==> src/rtl/gic_pkg.sv <==
// Shared types, register codes and constants for the gamepad input conditioner.
// No dependencies; every other file of the block imports this package.
`timescale 1ns / 1ps
`default_nettype none

package gic_pkg;

   // Default sizing, handed to the top level parameters
   localparam int DEF_AXIS_BITS    = 16;
   localparam int DEF_BUTTON_COUNT = 16;

   // Fixed field widths
   localparam int FIELD_W    = 16;
   localparam int DZ_W       = 15;
   localparam int TRIG_W     = 8;
   localparam int CSR_DATA_W = 16;
   localparam int CSR_IDX_W  = 3;
   localparam int NUM_LANES  = 4;

   // Deadzone limits
   localparam logic [DZ_W-1:0] DZ_MAX   = 15'd31129;
   localparam logic [DZ_W-1:0] DZ_RESET = 15'd4915;

   // Register indexes
   localparam logic [CSR_IDX_W-1:0] REG_DZ_H    = 3'd0;
   localparam logic [CSR_IDX_W-1:0] REG_DZ_V    = 3'd1;
   localparam logic [CSR_IDX_W-1:0] REG_VIB_EN  = 3'd2;
   localparam logic [CSR_IDX_W-1:0] REG_MOTOR_L = 3'd3;
   localparam logic [CSR_IDX_W-1:0] REG_MOTOR_R = 3'd4;

   // Lane command: start strobe, raw axis, deadzone for its direction
   typedef struct packed {
      logic                      start;
      logic signed [FIELD_W-1:0] raw;
      logic [DZ_W-1:0]           dz;
   } lane_in_type;

   // Lane status: result ready, conditioned axis
   typedef struct packed {
      logic                      done;
      logic signed [FIELD_W-1:0] value;
   } lane_out_type;

   // Per-word fields that do not need the lanes
   typedef struct packed {
      logic               connected;
      logic [FIELD_W-1:0] left_trigger_level;
      logic [FIELD_W-1:0] right_trigger_level;
      logic [FIELD_W-1:0] pressed;
      logic [FIELD_W-1:0] held;
      logic [FIELD_W-1:0] released;
      logic [FIELD_W-1:0] left_motor;
      logic [FIELD_W-1:0] right_motor;
   } side_type;

   // Complete result word
   typedef struct packed {
      side_type                           side;
      logic [NUM_LANES-1:0][FIELD_W-1:0]  axis;
   } result_type;

endpackage

`default_nettype wire

==> src/rtl/gic_axis_lane.sv <==
// One stick-axis lane: clamp, deadzone test and rescale by a bit-serial divider.
// Depends on gic_pkg.
`timescale 1ns / 1ps
`default_nettype none

module gic_axis_lane
   import gic_pkg::*;
#(
   parameter int AXIS_BITS = DEF_AXIS_BITS
) (
   input  wire logic         clock,
   input  wire logic         reset,
   input  wire lane_in_type  lane_in,
   input  wire logic         collect,
   output lane_out_type      lane_out
);

   localparam int W     = AXIS_BITS - 1;
   localparam int CNT_W = $clog2(W + 1);
   localparam logic [W-1:0] AXIS_MAX = {W{1'b1}};
   localparam logic [FIELD_W-1:0] AXIS_MAX_WIDE = {{(FIELD_W-W){1'b0}}, AXIS_MAX};
   localparam logic signed [FIELD_W:0] POS_LIM = $signed({1'b0, AXIS_MAX_WIDE});
   localparam logic signed [FIELD_W:0] NEG_LIM = -POS_LIM;

   logic signed [FIELD_W:0] raw_ext;
   logic signed [FIELD_W:0] clamped;
   logic signed [FIELD_W:0] mag_ext;
   logic                    neg;
   logic [W-1:0]            mag;
   logic [DZ_W-1:0]         dz_sat;
   logic [FIELD_W-1:0]      dz_wide;
   logic [FIELD_W-1:0]      mag_wide;
   logic                    zero;
   logic [W-1:0]            diff;
   logic [W-1:0]            den;
   logic [2*W-1:0]          num;

   logic [W-1:0]     rem_ff, rem_in;
   logic [W-1:0]     quo_ff, quo_in;
   logic [W-1:0]     den_ff, den_in;
   logic             neg_ff, neg_in;
   logic             zero_ff, zero_in;
   logic [CNT_W-1:0] cnt_ff, cnt_in;
   logic             busy_ff, busy_in;
   logic             done_ff, done_in;

   logic [W:0]         trial;
   logic [W:0]         trial_sub;
   logic               ge;
   logic [FIELD_W-1:0] q_wide;

   // Setup: clamp, magnitude, deadzone saturation, numerator (d*AXIS_MAX as shift-subtract)
   always_comb begin
      raw_ext = {lane_in.raw[FIELD_W-1], lane_in.raw};
      if (raw_ext < NEG_LIM) begin
         clamped = NEG_LIM;
      end else if (raw_ext > POS_LIM) begin
         clamped = POS_LIM;
      end else begin
         clamped = raw_ext;
      end
      neg      = clamped[FIELD_W];
      mag_ext  = neg ? -clamped : clamped;
      mag      = mag_ext[W-1:0];
      dz_sat   = (lane_in.dz > DZ_MAX) ? DZ_MAX : lane_in.dz;
      dz_wide  = {1'b0, dz_sat};
      mag_wide = {{(FIELD_W-W){1'b0}}, mag};
      zero     = (dz_wide >= AXIS_MAX_WIDE) || (mag_wide < dz_wide);
      diff     = mag - dz_sat[W-1:0];
      den      = AXIS_MAX - dz_sat[W-1:0];
      num      = {diff, {W{1'b0}}} - {{W{1'b0}}, diff};
   end

   // One restoring-division step per cycle; quotient bits shift into the low word
   always_comb begin
      trial     = {rem_ff, quo_ff[W-1]};
      trial_sub = trial - {1'b0, den_ff};
      ge        = (trial >= {1'b0, den_ff});

      rem_in  = rem_ff;
      quo_in  = quo_ff;
      den_in  = den_ff;
      neg_in  = neg_ff;
      zero_in = zero_ff;
      cnt_in  = cnt_ff;
      busy_in = busy_ff;
      done_in = done_ff;

      if (collect) begin
         done_in = 1'b0;
      end

      if (lane_in.start) begin
         rem_in  = num[2*W-1:W];
         quo_in  = num[W-1:0];
         den_in  = den;
         neg_in  = neg;
         zero_in = zero;
         cnt_in  = CNT_W'(W);
         busy_in = 1'b1;
         done_in = 1'b0;
      end else if (busy_ff) begin
         rem_in = ge ? trial_sub[W-1:0] : trial[W-1:0];
         quo_in = {quo_ff[W-2:0], ge};
         cnt_in = cnt_ff - CNT_W'(1);
         if (cnt_ff == CNT_W'(1)) begin
            busy_in = 1'b0;
            done_in = 1'b1;
         end
      end
   end

   always_ff @(posedge clock) begin
      if (reset) begin
         busy_ff <= 1'b0;
         done_ff <= 1'b0;
         cnt_ff  <= '0;
      end else begin
         busy_ff <= busy_in;
         done_ff <= done_in;
         cnt_ff  <= cnt_in;
      end
      rem_ff  <= rem_in;
      quo_ff  <= quo_in;
      den_ff  <= den_in;
      neg_ff  <= neg_in;
      zero_ff <= zero_in;
   end

   // Apply sign, or zero inside the deadzone
   always_comb begin
      q_wide         = {{(FIELD_W-W){1'b0}}, quo_ff};
      lane_out.done  = done_ff;
      if (zero_ff) begin
         lane_out.value = '0;
      end else if (neg_ff) begin
         lane_out.value = -$signed(q_wide);
      end else begin
         lane_out.value = $signed(q_wide);
      end
   end

endmodule

`default_nettype wire

==> src/rtl/gic_merge.sv <==
// Merge stage: waits for all axis lanes, combines them with the side fields
// into the output register. Depends on gic_pkg.
`timescale 1ns / 1ps
`default_nettype none

module gic_merge
   import gic_pkg::*;
(
   input  wire logic                         clock,
   input  wire logic                         reset,
   input  wire lane_out_type [NUM_LANES-1:0] lane_out,
   input  wire side_type                     side,
   input  wire logic                         out_ready,
   output logic                              collect,
   output logic                              out_valid,
   output result_type                        result
);

   logic       all_done;
   logic       valid_ff, valid_in;
   result_type result_ff, result_in;

   // All lanes finished and the output register is free or draining
   always_comb begin
      all_done = 1'b1;
      for (int i = 0; i < NUM_LANES; i++) begin
         all_done = all_done & lane_out[i].done;
      end
      collect = all_done && (!valid_ff || out_ready);
   end

   // Output register next state
   always_comb begin
      valid_in  = valid_ff;
      result_in = result_ff;
      if (collect) begin
         valid_in       = 1'b1;
         result_in.side = side;
         for (int i = 0; i < NUM_LANES; i++) begin
            result_in.axis[i] = side.connected ? lane_out[i].value : '0;
         end
      end else if (out_ready) begin
         valid_in = 1'b0;
      end
   end

   always_ff @(posedge clock) begin
      if (reset) begin
         valid_ff <= 1'b0;
      end else begin
         valid_ff <= valid_in;
      end
      result_ff <= result_in;
   end

   assign out_valid = valid_ff;
   assign result    = result_ff;

endmodule

`default_nettype wire

==> src/rtl/gamepad_input_conditioner.sv <==
// Gamepad input conditioner top level: config registers, button edges,
// triggers, four axis lanes and the merge stage. Depends on gic_pkg,
// gic_axis_lane and gic_merge.
//
// Usage:
//  - req_* channel (valid/ready) carries one controller poll per word.
//  - rsp_* channel (valid/ready) returns one conditioned word per poll.
//  - csr_* is a write-only port: csr_write_enable, csr_index, csr_write_data.
//    Write registers only while no poll is in flight.
//  - Each axis runs in its own lane, a bit-serial divider giving one
//    quotient bit per cycle.
//  - The lanes are the limiting loop: one poll is in the lanes at a time.
//  - The output register holds a finished word while the next poll runs;
//    if the receiver stalls, the lanes hold their result and req_ready
//    stays low until the output register is free.
//  - Reset restores the register defaults (deadzones 4915, vibration off,
//    motor levels 0), clears the previous buttons and empties the pipeline.
//  - A poll with link_ok low gives an all-zero word and clears the
//    previous buttons.
`timescale 1ns / 1ps
`default_nettype none

module gamepad_input_conditioner
   import gic_pkg::*;
#(
   parameter int AXIS_BITS    = DEF_AXIS_BITS,
   parameter int BUTTON_COUNT = DEF_BUTTON_COUNT
) (
   input  wire logic                      clock,
   input  wire logic                      reset,

   input  wire logic                      csr_write_enable,
   input  wire logic [CSR_IDX_W-1:0]      csr_index,
   input  wire logic [CSR_DATA_W-1:0]     csr_write_data,

   input  wire logic                      req_valid,
   output logic                           req_ready,
   input  wire logic                      req_link_ok,
   input  wire logic signed [FIELD_W-1:0] req_raw_left_x,
   input  wire logic signed [FIELD_W-1:0] req_raw_left_y,
   input  wire logic signed [FIELD_W-1:0] req_raw_right_x,
   input  wire logic signed [FIELD_W-1:0] req_raw_right_y,
   input  wire logic [TRIG_W-1:0]         req_raw_left_trigger,
   input  wire logic [TRIG_W-1:0]         req_raw_right_trigger,
   input  wire logic [FIELD_W-1:0]        req_button_bits,

   output logic                           rsp_valid,
   input  wire logic                      rsp_ready,
   output logic                           rsp_connected,
   output logic signed [FIELD_W-1:0]      rsp_left_x_scaled,
   output logic signed [FIELD_W-1:0]      rsp_left_y_scaled,
   output logic signed [FIELD_W-1:0]      rsp_right_x_scaled,
   output logic signed [FIELD_W-1:0]      rsp_right_y_scaled,
   output logic [FIELD_W-1:0]             rsp_left_trigger_level,
   output logic [FIELD_W-1:0]             rsp_right_trigger_level,
   output logic [FIELD_W-1:0]             rsp_pressed_buttons,
   output logic [FIELD_W-1:0]             rsp_held_buttons,
   output logic [FIELD_W-1:0]             rsp_released_buttons,
   output logic [FIELD_W-1:0]             rsp_left_motor_drive,
   output logic [FIELD_W-1:0]             rsp_right_motor_drive
);

   localparam logic [FIELD_W-1:0] BTN_MASK =
      FIELD_W'((33'd1 << BUTTON_COUNT) - 33'd1);

   // Configuration registers
   logic [DZ_W-1:0]    dz_h_ff, dz_h_in;
   logic [DZ_W-1:0]    dz_v_ff, dz_v_in;
   logic               vib_en_ff, vib_en_in;
   logic [FIELD_W-1:0] motor_l_ff, motor_l_in;
   logic [FIELD_W-1:0] motor_r_ff, motor_r_in;

   // Word control and state
   logic               busy_ff, busy_in;
   logic [FIELD_W-1:0] prev_ff, prev_in;
   side_type           side_ff, side_in;
   logic               accept;
   logic [FIELD_W-1:0] cur;

   lane_in_type  [NUM_LANES-1:0] lane_in;
   lane_out_type [NUM_LANES-1:0] lane_out;
   logic                         collect;
   result_type                   result;

   // Register writes; unknown indexes are ignored
   always_comb begin
      dz_h_in    = dz_h_ff;
      dz_v_in    = dz_v_ff;
      vib_en_in  = vib_en_ff;
      motor_l_in = motor_l_ff;
      motor_r_in = motor_r_ff;
      if (csr_write_enable) begin
         unique case (csr_index)
            REG_DZ_H:    dz_h_in    = csr_write_data[DZ_W-1:0];
            REG_DZ_V:    dz_v_in    = csr_write_data[DZ_W-1:0];
            REG_VIB_EN:  vib_en_in  = csr_write_data[0];
            REG_MOTOR_L: motor_l_in = csr_write_data;
            REG_MOTOR_R: motor_r_in = csr_write_data;
            default: ;
         endcase
      end
   end

   assign req_ready = !busy_ff;
   assign accept    = req_valid && req_ready;
   assign cur       = req_button_bits & BTN_MASK;

   // Capture the side fields and button history at accept
   always_comb begin
      busy_in = busy_ff;
      prev_in = prev_ff;
      side_in = side_ff;
      if (collect) begin
         busy_in = 1'b0;
      end
      if (accept) begin
         busy_in = 1'b1;
         if (req_link_ok) begin
            prev_in                     = cur;
            side_in.connected           = 1'b1;
            side_in.left_trigger_level  = {req_raw_left_trigger, req_raw_left_trigger};
            side_in.right_trigger_level = {req_raw_right_trigger, req_raw_right_trigger};
            side_in.pressed             = cur & ~prev_ff;
            side_in.held                = cur & prev_ff;
            side_in.released            = ~cur & prev_ff;
            side_in.left_motor          = vib_en_ff ? motor_l_ff : '0;
            side_in.right_motor         = vib_en_ff ? motor_r_ff : '0;
         end else begin
            prev_in = '0;
            side_in = '0;
         end
      end
   end

   always_ff @(posedge clock) begin
      if (reset) begin
         dz_h_ff    <= DZ_RESET;
         dz_v_ff    <= DZ_RESET;
         vib_en_ff  <= 1'b0;
         motor_l_ff <= '0;
         motor_r_ff <= '0;
         busy_ff    <= 1'b0;
         prev_ff    <= '0;
      end else begin
         dz_h_ff    <= dz_h_in;
         dz_v_ff    <= dz_v_in;
         vib_en_ff  <= vib_en_in;
         motor_l_ff <= motor_l_in;
         motor_r_ff <= motor_r_in;
         busy_ff    <= busy_in;
         prev_ff    <= prev_in;
      end
      side_ff <= side_in;
   end

   // Lane commands: X axes use the horizontal deadzone, Y axes the vertical
   always_comb begin
      for (int i = 0; i < NUM_LANES; i++) begin
         lane_in[i].start = accept;
      end
      lane_in[0].raw = req_raw_left_x;
      lane_in[0].dz  = dz_h_ff;
      lane_in[1].raw = req_raw_left_y;
      lane_in[1].dz  = dz_v_ff;
      lane_in[2].raw = req_raw_right_x;
      lane_in[2].dz  = dz_h_ff;
      lane_in[3].raw = req_raw_right_y;
      lane_in[3].dz  = dz_v_ff;
   end

   for (genvar g = 0; g < NUM_LANES; g++) begin : g_lane
      gic_axis_lane #(
         .AXIS_BITS (AXIS_BITS)
      ) u_lane (
         .clock    (clock),
         .reset    (reset),
         .lane_in  (lane_in[g]),
         .collect  (collect),
         .lane_out (lane_out[g])
      );
   end

   gic_merge u_merge (
      .clock     (clock),
      .reset     (reset),
      .lane_out  (lane_out),
      .side      (side_ff),
      .out_ready (rsp_ready),
      .collect   (collect),
      .out_valid (rsp_valid),
      .result    (result)
   );

   // Break the result word out to the ports
   assign rsp_connected           = result.side.connected;
   assign rsp_left_x_scaled       = $signed(result.axis[0]);
   assign rsp_left_y_scaled       = $signed(result.axis[1]);
   assign rsp_right_x_scaled      = $signed(result.axis[2]);
   assign rsp_right_y_scaled      = $signed(result.axis[3]);
   assign rsp_left_trigger_level  = result.side.left_trigger_level;
   assign rsp_right_trigger_level = result.side.right_trigger_level;
   assign rsp_pressed_buttons     = result.side.pressed;
   assign rsp_held_buttons        = result.side.held;
   assign rsp_released_buttons    = result.side.released;
   assign rsp_left_motor_drive    = result.side.left_motor;
   assign rsp_right_motor_drive   = result.side.right_motor;

endmodule

`default_nettype wire

==> config.mk <==
export PLATFORM = sky130hd
export DESIGN_NAME = gamepad_input_conditioner
export DESIGN_NICKNAME = d
export VERILOG_FILES = /design/src/rtl/gic_pkg.sv /design/src/rtl/gic_axis_lane.sv /design/src/rtl/gic_merge.sv /design/src/rtl/gamepad_input_conditioner.sv
export SDC_FILE = /design/constraint.sdc
export NUM_CORES = 1
export LEC_CHECK = 0
export BUFFER_PORTS_ARGS = -buffer_cell sky130_fd_sc_hd__buf_4
export CAP_MARGIN = 20
export CORE_MARGIN = 2
export CORE_UTILIZATION = 60
export CTS_BUF_LIST = sky130_fd_sc_hd__clkbuf_8
export CTS_CLUSTER_SIZE = 40
export DETAILED_ROUTE_END_ITERATION = 7
export PLACE_DENSITY_LB_ADDON = 0.08
export REMOVE_ABC_BUFFERS = 1
export SYNTH_ARGS = -nofsm -noshare
export SYNTH_HDL_FRONTEND = slang
export SYNTH_HIERARCHICAL = 1
export SYNTH_SLANG_ARGS = --single-unit
==> constraint.sdc <==
create_clock -name clock -period 11.7 [get_ports clock]
set_clock_uncertainty 0.1 [all_clocks]
set_input_delay 0.585 -clock clock [delete_from_list [all_inputs] [get_ports clock]]
set_output_delay 0.585 -clock clock [all_outputs]
set_load 0.1 [all_outputs]
### Yosys cells after proc, flatten, opt, wreduce, memory -nomap -nowiden

Cells that the tools add are included.

| cells by class | value |
|---|---|
| add/subtract/negate cells | 26 |
| order comparisons | 20 |
| eq/ne operators | 8 |
| mux-type cells | 78 |
| bitwise operators | 13 |
| reductions and logical operators | 31 |

Operators by type and width:

| operator | count |
|---|---|
| $mux 15 | 30 |
| $mux 17 | 8 |
| $sub 15x15->15 | 8 |
| $sub 30x15->30 | 4 |
| $mux 113 | 1 |
| $ge 16x15->1 | 4 |
| $gt 16x16->1 const B | 4 |
| $lt 16x16->1 const B | 4 |
| $neg 15->16 | 4 |
| $lt 15x15->1 | 4 |
| $neg 15->15 | 4 |
| $and 16x16->16 | 3 |
| $mux 16 | 3 |
| $mux 4 | 8 |
| $not 16->16 | 2 |
| $ge 15x15->1 const B | 2 |
| $gt 15x15->1 const B | 2 |
| $sub 15x15->15 const A | 2 |
| $mux 1 | 28 |
| $eq 4x1->1 const B | 4 |
| $sub 4x1->4 const B | 4 |
| $reduce_and 2->1 | 6 |
| $reduce_bool 2->1 | 6 |
| $reduce_or 3->1 | 4 |
| 10 further kinds | 27 |

| storage, ports and cells | value |
|---|---|
| flip-flop bits (word level) | 553 |
| output and inout port bits | 179 |
| word-level logic and storage cells | 238 |

### Depth between registers and ports, before layout

| depth | value |
|---|---|
| word-level depth | 8 |
| depth in mapped cells | 20 |
| gate-level depth less buffers | 20 |

### Modules after synthesis

The synthesis kept the hierarchy.

Modules (own cells, without submodules):

| module | instances | cells each | area each (um2) |
|---|---|---|---|
| gic_axis_lane (g_lane[0].u_lane ...) | 3 | 589 | 4941.0 |
| gamepad_input_conditioner | 1 | 589 | 6488.7 |
| gic_merge | 1 | 252 | 5869.4 |
| gic_axis_lane (g_lane[1].u_lane) | 1 | 599 | 5123.7 |

### Least setup slack after synthesis

No wires, ideal clock.

| timing | value |
|---|---|
| kind | register -> register |
| start point | register u_merge.valid_ff (netlist: u_merge/out_valid) |
| end point | register busy_ff (netlist name) |
| library setup time | 0.133 ns |
| arrival time | 9.383 ns |
| data required time | 11.467 ns |
| slack | 2.084 ns |
| cell stages (with the launch flop) | 5 |
| cell sequence | dfxtp_1 nand2b_1 nor2b_1 nand2b_1 a21oi_1 |

RTL lines:

| what | line | source |
|---|---|---|
| start, declared | gic_merge.sv:20 | `logic valid_ff, valid_in;` |
| start signal, assigned | gic_merge.sv:51 | `valid_ff <= valid_in;` |

### Worst setup path in the final report

| timing | value |
|---|---|
| start point | input port req_raw_right_y[8] |
| end point | register g_lane[3].u_lane.rem_ff[6] (data pin) |

| between the ends | value |
|---|---|
| longest elaborated chain between the ends | 8 |

Ends and longest elaborated chain:

| what | line | source |
|---|---|---|
| start, declared | gamepad_input_conditioner.sv:42 | `input wire logic signed [FIELD_W-1:0] req_raw_right_y,` |
| $gt 16x16->1 | gic_axis_lane.sv:57 | `end else if (raw_ext > POS_LIM) begin` |
| $mux 17 | gic_axis_lane.sv:57 |  |
| $mux 17 * | gic_axis_lane.sv:55 | `if (raw_ext < NEG_LIM) begin` |
| $neg 15->15 | gic_axis_lane.sv:63 | `mag_ext = neg ? -clamped : clamped;` |
| $mux 15 * | gic_axis_lane.sv:63 |  |
| $sub 15x15->15 * | gic_axis_lane.sv:69 | `diff = mag - dz_sat[W-1:0];` |
| $sub 30x15->30 * | gic_axis_lane.sv:71 | `num = {diff, {W{1'b0}}} - {{W{1'b0}}, diff};` |
| $mux 15 * | gic_axis_lane.sv:93 | `if (lane_in.start) begin` |
| via g_lane[3].u_lane.rem_in[6] | gic_axis_lane.sv:38 | `logic [W-1:0] rem_ff, rem_in;` |
| end signal, assigned | gic_axis_lane.sv:123 | `rem_ff <= rem_in;` |
| end, declared | gic_axis_lane.sv:38 |  |

Mark *: on every way through the listed nets, which the timed path passes. The rest lies on a longest branch.
A chain may end at the register's enable or synchronous reset.

==> metrics <==
met3 Use GR 0.0538; DRT iter0 DRCs 2003; post-synthesis async set-or-reset flop share 0; GPL Wtd Cong 0.922; P&R area growth vs syn 13.8%; Clk Latency, worst-skew pair 0.69 ns; PortBufs 299; number of synthesized flops with an enable pin 462; critical path arrival 5.69 ns; # DRC 0; Pleak 14.5 nW; final setup TNS 0 ns; total core area 53500 µm²; die area 55700 µm²; GRT met2 Usage 0.479; average size of a mapped cell 10.1 µm²; total track usage 0.288; Post-CTS Hold Buffers 0; PostCTS Resize Cnt 0; number of I/O pins 300; Slew headroom 0.262; post-synth top area share 0.429; TritonCTS clock tree yes; commonest non-fill, non-tap cells in the layout edfxtp_1, nand2_1, buf_4, nor2_1, a21oi_1; row count 85; CP Capture Type flop; First-pass DRT Iterations 8; clock tree sinks 567; met1 Track Usage GR 0.380; Clock Tree Root clkbuf_8; total gr overflow 0; max cap viols 0; Multi-input gate area 15100 µm²; initial antenna violation count 9; Post-Syn Instances 3207; leading post-synthesis cells by cell area edfxtp_1, dfxtp_1, ha_1, nand2_1, xnor2_1; Post-CTS Setup Bufs 0; die extent in x 236 µm; DP Wirelength 60900 µm; Syn. warnings 6; Worst Tran Pin Value 1.11 ns; Final Cell Area 36800 µm²; peak supply drop 0.0000925 V; vias per inst 5.97; count of cell types in the netlist 98; ANT nets after route 0; # fillers 4095; Die Y 236 µm; register bit count reported by yosys 567; Final Hold Vio Count 0; dpl cell area 34900 µm²; startpoint types input pin; Synth Flop Type edfxtp_1; GRT Max-Usage Layer met2; RSZ-0062 raised after global routing no; Final #Nets 3747; Synth Cell Area 32300 µm²; Num CTS Buffers 92; Avg WL per Cell 19.4 µm; clock buffer depth 3; worst endpoint required time 11.98 ns; fmax 185 MHz; status finished clean; hold crit path type input pin to flop; vias in the first global route 24311; vias 25422; Finish-stage setup viols 0; most common cell after layout, fill and taps aside edfxtp_1; fraction of layout cells with a size suffix above 1 0.175; critical path fanouts, max 6; crit path time final 5.41 ns; Storage cell area 16000 µm²; largest area contributor in the netlist edfxtp_1; PwrDens 159 nW/µm²; final wirelength 82600 µm; Final Cycle Share 0.462; final core occ 0.687; Max Slew Vio Count 0; Initial Utilization 0.604; pin count of the biggest net entering global routing 190; CP Class input pin to flop; Clk pin slew, worst setup/hold paths 0.06 ns; htree depth 3; sequential area share after synthesis 0.495; global-route wire length before repair 128000 µm
-- per-layer routing --
| metal | wire length (µm) | up-vias |
|---|---|---|
| met2 | 39100 | 967 |
| met1 | 35300 | 12159 |
| met4 | 2120 | 10 |
| met5 | 75 | - |
| li1 | - | 12146 |
| met3 | 6000 | 140 |
-- cell families (layout without fill, tap and decap cells) --
family          Yosys count  count (layout)  share of synthesized area
simple gates           1206            1206                      0.188
compound gates          709             709                      0.143
flops                   567             567                      0.495
buf+inv                 308             658                     0.0392
xor+xnor                233             233                     0.0641
fa+ha+maj               148             148                     0.0592
mux                      36              36                     0.0119
other cells               0               2                          0
-- metrics by stage --
| stage | setup WS [ns] | hold slack, ns | instances | power [mW] |
|---|---|---|---|---|
| 6_report | 6.29 | 0.0842 | 4255 | 5.83 |
| 5_1_grt | 5.86 | 0.0617 | 4255 | 6.13 |
| 4_1_cts | 6.36 | 0.0405 | 4251 | 5.83 |
| 3_5_place_dp | 5.69 | 0.305 | 4078 | 4.14 |
| 3_3_place_gp | 5.89 | 0.302 | 4078 | 4.10 |
| 2_1_floorplan | 1.91 | 0.300 | 3074 | 3.73 |
-- registers in the layout (all words and copies together) (netlist names), 4 cells and up --
register               flops
g_lane.u_lane/rem_ff      60
u_merge/result           177
motor_l_ff                16
dz_h_ff                   15
g_lane.u_lane/den_ff      60
g_lane.u_lane/cnt_ff      16
prev_ff                   16
motor_r_ff                16
dz_v_ff                   15
g_lane.u_lane/busy_ff      4
g_lane.u_lane/done_ff      4
side_ff                   97
g_lane.u_lane/neg_ff       4
g_lane.u_lane/quo_ff      60
g_lane.u_lane/zero_ff      4
-- cell usage after synthesis, types with 24 or more instances --
library cell / count
a211oi_1: 37
a21o_1: 37
a21oi_1: 245
a31oi_1: 24
and2_1: 26
and2_2: 64
and3_1: 55
clkbuf_1: 89
dfxtp_1: 105
edfxtp_1: 462
ha_1: 140
inv_1: 173
nand2_1: 348
nand2b_1: 32
nand3_1: 73
nand4_1: 24
nor2_1: 291
nor2b_1: 25
nor3_1: 88
nor4_1: 24
o21a_1: 24
o21ai_0: 114
o31ai_1: 41
or2_2: 46
or3_1: 31
xnor2_1: 144
xor2_1: 85
-- path summary, 6_finish.rpt --
kind,slack (ns),end,cells past startpoint,startpoint
worst max-delay path,6.29,g_lane[3].u_lane/rem_ff[6]$_DFFE_PP_,17,req_raw_right_y[8]
worst max register to register,6.79,g_lane[2].u_lane/rem_ff[6]$_DFFE_PP_,14,dz_h_ff[1]$_SDFFE_PP1P_
worst min register to register,0.31,u_merge/result[93]$_DFFE_PP_,0,side_ff[29]$_SDFFCE_PN0P_
worst min-delay path,0.08,motor_r_ff[4]$_SDFFE_PP0P_,3,csr_write_data[4]
-- worst max-delay path, cell delays in order --
cell	delay, ns
buf_4	0.12
or4_1	0.55
or2_2	0.30
nor4b_1	0.37
a21oi_1	0.18
ha_1	0.31
nand2_1	0.04
o21ai_0	0.12
inv_1	0.10
fa_1	0.46
xor2_1	0.38
nand3_1	0.23
nor3_1	0.60
nand4_1	0.28
or4_1	0.58
nor3_2	0.39
a311oi_1	0.09
-- area by class of cell --
cell class / instances / share of cell area
repair buffers: 310 / 0.0637
multi-input cells: 2332 / 0.410
diodes: 2 / 0.000136
flip-flops and latches: 567 / 0.435
clock buffers: 102 / 0.0382
well taps: 696 / 0.0237
clock inverters: 71 / 0.0115
inverters: 175 / 0.0181
-- where the power goes --
| part | internal, mW | total, mW | switching, mW | leakage [nW] |
|---|---|---|---|---|
| Combinational | 0.660 | 1.61 | 0.955 | 8.22 |
| Sequential | 2.40 | 2.53 | 0.132 | 5.20 |
| Clock | 0.879 | 1.68 | 0.806 | 1.06 |
Power figures use the tool's default switching activity.
